## src/design/ifb_pkg.sv

```systemverilog
// shared types, constants and helpers for the indexed framebuffer video unit
package ifb_pkg;

    localparam int ADDR_W = 17;
    localparam int CRD_W  = 9;

    localparam int MEM_BYTES_DFLT = 131072;
    localparam int SCREEN_W_DFLT  = 256;
    localparam int SCREEN_H_DFLT  = 224;

    localparam logic [ADDR_W-1:0] PAL_BASE  = 17'h0E000;
    localparam logic [ADDR_W-1:0] SKIP_ADDR = 17'h0FFF0;

    typedef enum logic [3:0] {
        OP_WR8   = 4'd0,
        OP_WR16  = 4'd1,
        OP_RD8   = 4'd2,
        OP_RD16  = 4'd3,
        OP_PLOT  = 4'd4,
        OP_FILL  = 4'd5,
        OP_CLEAR = 4'd6,
        OP_SCAN  = 4'd7,
        OP_EOF   = 4'd8
    } t_op;

    typedef struct packed {
        logic              we;
        logic [ADDR_W-1:0] addr;
        logic [7:0]        wdata;
    } t_mem_req;

    typedef struct packed {
        logic [15:0] read_data;
        logic        render_ok;
    } t_result;

    function automatic logic [CRD_W-1:0] f_clamp(input logic signed [15:0] v,
                                                  input logic [CRD_W-1:0] hi);
        logic signed [15:0] hs;
        hs = $signed({{(16-CRD_W){1'b0}}, hi});
        if (v < 0) begin
            return '0;
        end else if (v > hs) begin
            return hi;
        end else begin
            return v[CRD_W-1:0];
        end
    endfunction

endpackage

```

## src/design/ifb_ctrl.sv

```systemverilog
// request sequencer: decodes one request and walks its byte accesses on the video memory
module ifb_ctrl #(
    parameter int MEM_BYTES = 131072,
    parameter int SCREEN_W  = 256,
    parameter int SCREEN_H  = 224
) (
    input  logic                      i_clk,
    input  logic                      i_rst_n,
    input  logic                      i_in_valid,
    output logic                      o_in_stall,
    input  logic [3:0]                i_op,
    input  logic [ifb_pkg::ADDR_W-1:0] i_address,
    input  logic [15:0]               i_data,
    input  logic signed [15:0]        i_x_left,
    input  logic signed [15:0]        i_y_top,
    input  logic signed [15:0]        i_x_right,
    input  logic signed [15:0]        i_y_bottom,
    input  logic                      i_gfx_en,
    output ifb_pkg::t_mem_req         o_mem_req,
    input  logic [7:0]                i_mem_rdata,
    output logic                      o_res_valid,
    output ifb_pkg::t_result          o_res,
    input  logic                      i_res_take
);
    import ifb_pkg::*;

    localparam logic [ADDR_W:0]   MemSize = (ADDR_W+1)'(MEM_BYTES);
    localparam logic [ADDR_W-1:0] MemLast = ADDR_W'(MEM_BYTES - 1);
    localparam logic [ADDR_W-1:0] PixLast = ADDR_W'(SCREEN_W * SCREEN_H - 1);
    localparam logic [CRD_W-1:0]  ScrW    = CRD_W'(SCREEN_W);
    localparam logic [CRD_W-1:0]  ScrH    = CRD_W'(SCREEN_H);

    typedef enum logic [9:0] {
        S_INIT = 10'b0000000001,
        S_IDLE = 10'b0000000010,
        S_EXEC = 10'b0000000100,
        S_S2   = 10'b0000001000,
        S_S3   = 10'b0000010000,
        S_S4   = 10'b0000100000,
        S_S5   = 10'b0001000000,
        S_FILL = 10'b0010000000,
        S_CLR  = 10'b0100000000,
        S_DONE = 10'b1000000000
    } t_state;

    t_state            r_state, n_state;
    logic [ADDR_W-1:0] r_cnt, n_cnt;

    t_op               r_op, n_op;
    logic [ADDR_W-1:0] r_a0, n_a0;
    logic [ADDR_W-1:0] r_a1, n_a1;
    logic [15:0]       r_data, n_data;
    logic [CRD_W-1:0]  r_x0, n_x0;
    logic [CRD_W-1:0]  r_x1, n_x1;
    logic [CRD_W-1:0]  r_y1, n_y1;
    logic [CRD_W-1:0]  r_x, n_x;
    logic [CRD_W-1:0]  r_y, n_y;
    logic [ADDR_W-1:0] r_row, n_row;
    logic              r_on, n_on;
    logic [7:0]        r_idx, n_idx;
    logic [15:0]       r_rdata, n_rdata;
    logic              r_rok, n_rok;

    logic [ADDR_W:0]   w_sub;
    logic [ADDR_W-1:0] w_a0;
    logic [CRD_W-1:0]  w_x0;
    logic [CRD_W-1:0]  w_y0;
    logic              w_accept;
    t_mem_req          w_req;

    assign w_sub    = {1'b0, i_address} - MemSize;
    assign w_a0     = ({1'b0, i_address} >= MemSize) ? w_sub[ADDR_W-1:0] : i_address;
    assign w_x0     = f_clamp(i_x_left, ScrW);
    assign w_y0     = f_clamp(i_y_top, ScrH);
    assign w_accept = (r_state == S_IDLE) && i_in_valid;

    always_comb begin
        n_state = r_state;
        n_cnt   = r_cnt;
        n_op    = r_op;
        n_a0    = r_a0;
        n_a1    = r_a1;
        n_data  = r_data;
        n_x0    = r_x0;
        n_x1    = r_x1;
        n_y1    = r_y1;
        n_x     = r_x;
        n_y     = r_y;
        n_row   = r_row;
        n_on    = r_on;
        n_idx   = r_idx;
        n_rdata = r_rdata;
        n_rok   = r_rok;
        w_req   = '{we: 1'b0, addr: r_a0, wdata: 8'h00};

        case (r_state)
            S_INIT: begin
                w_req = '{we: 1'b1, addr: r_cnt, wdata: 8'h00};
                if (r_cnt == MemLast) begin
                    n_state = S_IDLE;
                end else begin
                    n_cnt = r_cnt + 1'b1;
                end
            end
            S_IDLE: begin
                if (w_accept) begin
                    n_state = S_EXEC;
                    n_op    = t_op'(i_op);
                    n_a0    = w_a0;
                    n_a1    = (w_a0 == MemLast) ? '0 : w_a0 + 1'b1;
                    n_data  = i_data;
                    n_x0    = w_x0;
                    n_x1    = f_clamp(i_x_right, ScrW);
                    n_y1    = f_clamp(i_y_bottom, ScrH);
                    n_x     = w_x0;
                    n_y     = w_y0;
                    n_row   = ADDR_W'(w_y0) * ADDR_W'(ScrW);
                    n_on    = !i_x_left[15] && (w_x0 != ScrW)
                              && !i_y_top[15] && (w_y0 != ScrH);
                    n_rdata = '0;
                    n_rok   = 1'b0;
                end
            end
            S_EXEC: begin
                n_state = S_DONE;
                case (r_op)
                    OP_WR8: begin
                        w_req = '{we: 1'b1, addr: r_a0, wdata: r_data[7:0]};
                    end
                    OP_WR16: begin
                        w_req   = '{we: 1'b1, addr: r_a0, wdata: r_data[15:8]};
                        n_state = S_S2;
                    end
                    OP_RD8, OP_RD16, OP_SCAN: begin
                        n_state = S_S2;
                    end
                    OP_PLOT: begin
                        w_req = '{we: r_on, addr: r_row + ADDR_W'(r_x0),
                                  wdata: r_data[7:0]};
                    end
                    OP_FILL: begin
                        if ((r_x0 < r_x1) && (r_y < r_y1)) begin
                            n_state = S_FILL;
                        end
                    end
                    OP_CLEAR: begin
                        n_cnt   = '0;
                        n_state = S_CLR;
                    end
                    OP_EOF: begin
                        w_req = '{we: 1'b1, addr: SKIP_ADDR, wdata: 8'h00};
                    end
                    default: begin
                        n_state = S_DONE;
                    end
                endcase
            end
            S_S2: begin
                n_state = S_DONE;
                case (r_op)
                    OP_WR16: begin
                        w_req = '{we: 1'b1, addr: r_a1, wdata: r_data[7:0]};
                    end
                    OP_RD8: begin
                        n_rdata = {8'h00, i_mem_rdata};
                    end
                    OP_RD16: begin
                        w_req          = '{we: 1'b0, addr: r_a1, wdata: 8'h00};
                        n_rdata[15:8]  = i_mem_rdata;
                        n_state        = S_S3;
                    end
                    OP_SCAN: begin
                        n_idx   = i_mem_rdata;
                        w_req   = '{we: 1'b0, addr: PAL_BASE + ADDR_W'({i_mem_rdata, 1'b0}),
                                    wdata: 8'h00};
                        n_state = S_S3;
                    end
                    default: begin
                        n_state = S_DONE;
                    end
                endcase
            end
            S_S3: begin
                n_state = S_DONE;
                case (r_op)
                    OP_RD16: begin
                        n_rdata[7:0] = i_mem_rdata;
                    end
                    OP_SCAN: begin
                        n_rdata[15:8] = i_mem_rdata;
                        w_req         = '{we: 1'b0, addr: PAL_BASE + ADDR_W'({r_idx, 1'b1}),
                                          wdata: 8'h00};
                        n_state       = S_S4;
                    end
                    default: begin
                        n_state = S_DONE;
                    end
                endcase
            end
            S_S4: begin
                n_rdata[7:0] = i_mem_rdata;
                w_req        = '{we: 1'b0, addr: SKIP_ADDR, wdata: 8'h00};
                n_state      = S_S5;
            end
            S_S5: begin
                n_rok   = (i_mem_rdata == 8'h00) && i_gfx_en;
                n_state = S_DONE;
            end
            S_FILL: begin
                w_req = '{we: 1'b1, addr: r_row + ADDR_W'(r_x), wdata: r_data[7:0]};
                if (r_x + 1'b1 == r_x1) begin
                    n_x   = r_x0;
                    n_y   = r_y + 1'b1;
                    n_row = r_row + ADDR_W'(ScrW);
                    if (r_y + 1'b1 == r_y1) begin
                        n_state = S_DONE;
                    end
                end else begin
                    n_x = r_x + 1'b1;
                end
            end
            S_CLR: begin
                w_req = '{we: 1'b1, addr: r_cnt, wdata: r_data[7:0]};
                if (r_cnt == PixLast) begin
                    n_state = S_DONE;
                end else begin
                    n_cnt = r_cnt + 1'b1;
                end
            end
            S_DONE: begin
                if (i_res_take) begin
                    n_state = S_IDLE;
                end
            end
            default: begin
                n_state = S_INIT;
            end
        endcase
    end

    always_ff @(posedge i_clk) begin
        if (!i_rst_n) begin
            r_state <= S_INIT;
            r_cnt   <= '0;
        end else begin
            r_state <= n_state;
            r_cnt   <= n_cnt;
        end
    end

    always_ff @(posedge i_clk) begin
        r_op    <= n_op;
        r_a0    <= n_a0;
        r_a1    <= n_a1;
        r_data  <= n_data;
        r_x0    <= n_x0;
        r_x1    <= n_x1;
        r_y1    <= n_y1;
        r_x     <= n_x;
        r_y     <= n_y;
        r_row   <= n_row;
        r_on    <= n_on;
        r_idx   <= n_idx;
        r_rdata <= n_rdata;
        r_rok   <= n_rok;
    end

    assign o_in_stall  = (r_state != S_IDLE);
    assign o_mem_req   = w_req;
    assign o_res_valid = (r_state == S_DONE);
    assign o_res       = '{read_data: r_rdata, render_ok: r_rok};

endmodule

```

## config.mk

```make
export PLATFORM = sky130hd
export DESIGN_NAME = ifb_ctrl
export DESIGN_NICKNAME = d
export VERILOG_FILES = /design/src/design/ifb_pkg.sv /design/src/design/ifb_ctrl.sv
export SDC_FILE = /design/constraint.sdc
export NUM_CORES = 1
export LEC_CHECK = 0
export ABC_AREA = 1
export BUFFER_PORTS_ARGS = -buffer_cell sky130_fd_sc_hd__buf_2
export CORE_ASPECT_RATIO = 1.5
export CORE_MARGIN = 4
export CORE_UTILIZATION = 55
export CTS_BUF_LIST = sky130_fd_sc_hd__clkbuf_16
export DETAILED_ROUTE_END_ITERATION = 16
export GPL_ROUTABILITY_DRIVEN = 0
export GPL_TIMING_DRIVEN = 0
export PLACE_DENSITY = 0.78
export SLEW_MARGIN = 20
export SYNTH_ARGS = -nofsm -noshare
export SYNTH_HDL_FRONTEND = slang
export SYNTH_SLANG_ARGS = --single-unit
```

## constraint.sdc

```tcl
create_clock -name i_clk -period 5.47 [get_ports i_clk]
set_input_delay 0.2735 -clock i_clk [delete_from_list [all_inputs] [get_ports i_clk]]
set_output_delay 0.2735 -clock i_clk [all_outputs]
set_load 0.005 [all_outputs]
```

==> flow_summary.yaml <==
finish:
  synthToLayoutAreaGrowth_pct: 17.6
  layout-drive-gt1-share_pct: 18.0
  multi_input_area_mm2: 0.00455
  final_cells: 1658
  fin_util_pct: 65.5
  seq_area_mm2: 0.00456
  final_area_mm2: 0.0117
  num-fill-cells: 1505
  final_nets: 1570
  antenna-diode-count: 0
synthesis:
  synth_seq_cells: 161
  synth_top_flop_cell: "edfxtp_1"
  syn_inst: 1246
  syn_avg_cell_area_um2: 7.98
  synth_warnings: 0
  async_flop_share_pct: 0
  syn_nets: 1388
  syn_area_mm2: 0.00994
  synth_seq_area_share_pct: 45.9
  synth-edff-count: 134
  synth_cell_types: 60
sta:
  max_slew_margin_pct: 31.8
  tns_ns: 0
  holdWs_ns: 0.00292
  tightest_slew_ns: 1.02
  period_needed_ns: 3.28
  fin_crit_sh_pct: 59.9
  hold_viol_final: 0
  finalSetupViolCount: 0
  slew_violations: 0
  max_freq_mhz: 305
  setup_slack_ns: 2.19
  final.setup_skew_ns: 0.00932
  rsz0062_at_grt: "false"
worst_setup_path:
  rrSetupSlack_ns: 2.51
  arrival_ns: 3.01
  crit_type: "flop to output pin"
  critPathRequiredTime_ns: 5.20
  crit_fanout: 9
  cp-end-kind: "output pin"
  cp-start-kind: "flop"
routing:
  via_per_inst: 5.76
  drt_iter0_drc: 961
  post-route-drc-count: 0
  drt_wl_total_mm: 29.1
  vias: 9553
  drt_pre_antenna_iters: 12
  avgRoutedWirePerCell_um: 17.5
  antenna_left: 0
clock_tree:
  clk_latency_ns: 0.45
  cts_max_level: 4
  cts_tree: "yes"
  post_cts_buffers: 0
  cts.sinks: 161
  clk_pin_slew_ns: 0.07
  ctsRootBufferMaster: "clkbuf_16"
  clockBufferDepth: 2
  numCtsBuffers: 17
global_routing:
  gr-total-overflow: 0
  grt_max_degree: 30
  met2_usage_pct: 53.3
  antenna_found_initial: 0
  grt_util_met3_pct: 5.17
  grt_pass1_wl_mm: 46.4
  use_met1_pct: 30.1
  first_global_vias: 9430
  track_usage_pct: 28.5
  grt_busiest_layer: "met2"
floorplan:
  die_h_um: 173
  die_w_um: 118
  core_mm2: 0.0179
  io_pins: 159
  dieArea_mm2: 0.0203
  rows: 60
  start_util_pct: 55.7
outcome:
  status: "finished, final reports clean"
placed_design:
  dpl_worst_slack_ns: 2.18
  numPlacedInstances: 1625
  port-buffer-count: 158
  dpl.hpwl_mm: 23.0
  placed_area_mm2: 0.0111
flow_run:
  cap_violations: 0
power:
  power_mw: 3.63
  worst_ir_drop_vdd_uv: 207
  power.density_mw_per_mm2: 310
  leakage_nw: 5.27
min_path:
  hold_path_class: "input pin to flop"
path summary, 6_finish.rpt:
kind / start / endpoint / cells past startpoint
setup / recovery: r_op[2] / o_mem_req[5] / 6
hold / removal: i_data[6] / r_data[6] / 1
setup reg to reg: r_x[0] / r_y[2] / 11
hold reg to reg: r_cnt[3] / r_cnt[4] / 2
Yosys cell counts (all sizes together) (6+ instances only):
library cell | count | share of area [%]
a21oi | 50 | 2.5
nor4 | 12 | 0.75
o211ai | 9 | 0.68
nand2 | 288 | 11
o2111ai | 8 | 0.70
xor2 | 11 | 0.97
nand4 | 36 | 2.4
edfxtp | 134 | 40
clkbuf | 8 | 0.30
nor3 | 25 | 1.8
nand3 | 95 | 5.0
dfxtp | 27 | 5.4
a31oi | 6 | 0.38
ha | 28 | 3.5
a221oi | 10 | 0.88
o21ai | 85 | 4.3
nor2 | 158 | 6.5
buf | 15 | 0.87
inv | 191 | 7.2
cells by family (layout without fill, tap and decap cells):
group                      after synthesis  in the layout  synth area share [%]
xor gates and xnor gates                16             16                  1.41
and+or+nand+nor                        627            627                  28.8
AOI/OAI and AO/OA                      197            197                  11.9
other                                    1              1                0.0377
DFF                                    161            161                  45.9
buffers and inverters                  216            411                  8.49
adders and majority gates               28             28                  3.52
state kept, by name (all words and copies together) (netlist names), 9 cells and up:
signal	count
r_a0	17
r_x	9
r_x1	9
r_x0	9
r_state	10
r_y1	9
r_y	9
r_data	16
r_a1	17
r_row	9
r_rdata	16
r_cnt	17
area by class of cell:
type	count	area share [%]
flip-flops and latches	161	39.0
multi-input cells	869	38.9
repair buffers	163	7.52
inverters	193	6.23
clock buffers	17	3.64
well taps	217	2.32
clock inverters	15	1.37
plain buffers	23	0.995
repair_timing:
item                                   in CTS  in global routing
endpoints found under the hold margin       1                  0
gates resized for setup                     0                  0
hold buffers                                1                  0
routing by layer:
layer | routed length (um) | up-vias
li1 | - | 4604
met1 | 10200 | 4358
met2 | 15300 | 469
met3 | 2070 | 122
met4 | 1520 | 0
met5 | 0 | -
cell usage in the layout (no fill, tap or decap), drive strengths merged, types with 5 or more instances in the layout:
| cell type | instances |
|---|---|
| xnor2 | 5 |
| nand4 | 36 |
| ha | 28 |
| a31oi | 6 |
| dfxtp | 27 |
| nor3 | 25 |
| a22oi | 5 |
| edfxtp | 134 |
| nor4 | 12 |
| o21ai | 85 |
| a221oi | 10 |
| nor2 | 158 |
| nand3 | 95 |
| clkbuf | 25 |
| xor2 | 11 |
| inv | 200 |
| nand2 | 288 |
| clkinv | 8 |
| a21oi | 50 |
| buf | 177 |
| o2111ai | 8 |
| o211ai | 9 |
power by group:
part	internal (mW)	switching, mW	total [mW]
registers	1.41	0.0664	1.48
clock network	0.612	0.576	1.19
logic	0.320	0.640	0.960
worst max-delay path, stage by stage (launching register included):
cell and delay (ns):
edfxtp_1 0.48, nor2_1 0.30, inv_1 0.13, nor3_2 0.64, a21oi_1 0.52, o21ai_0 0.33, buf_2 0.16
No activity file was read; power rests on OpenSTA's default activity.
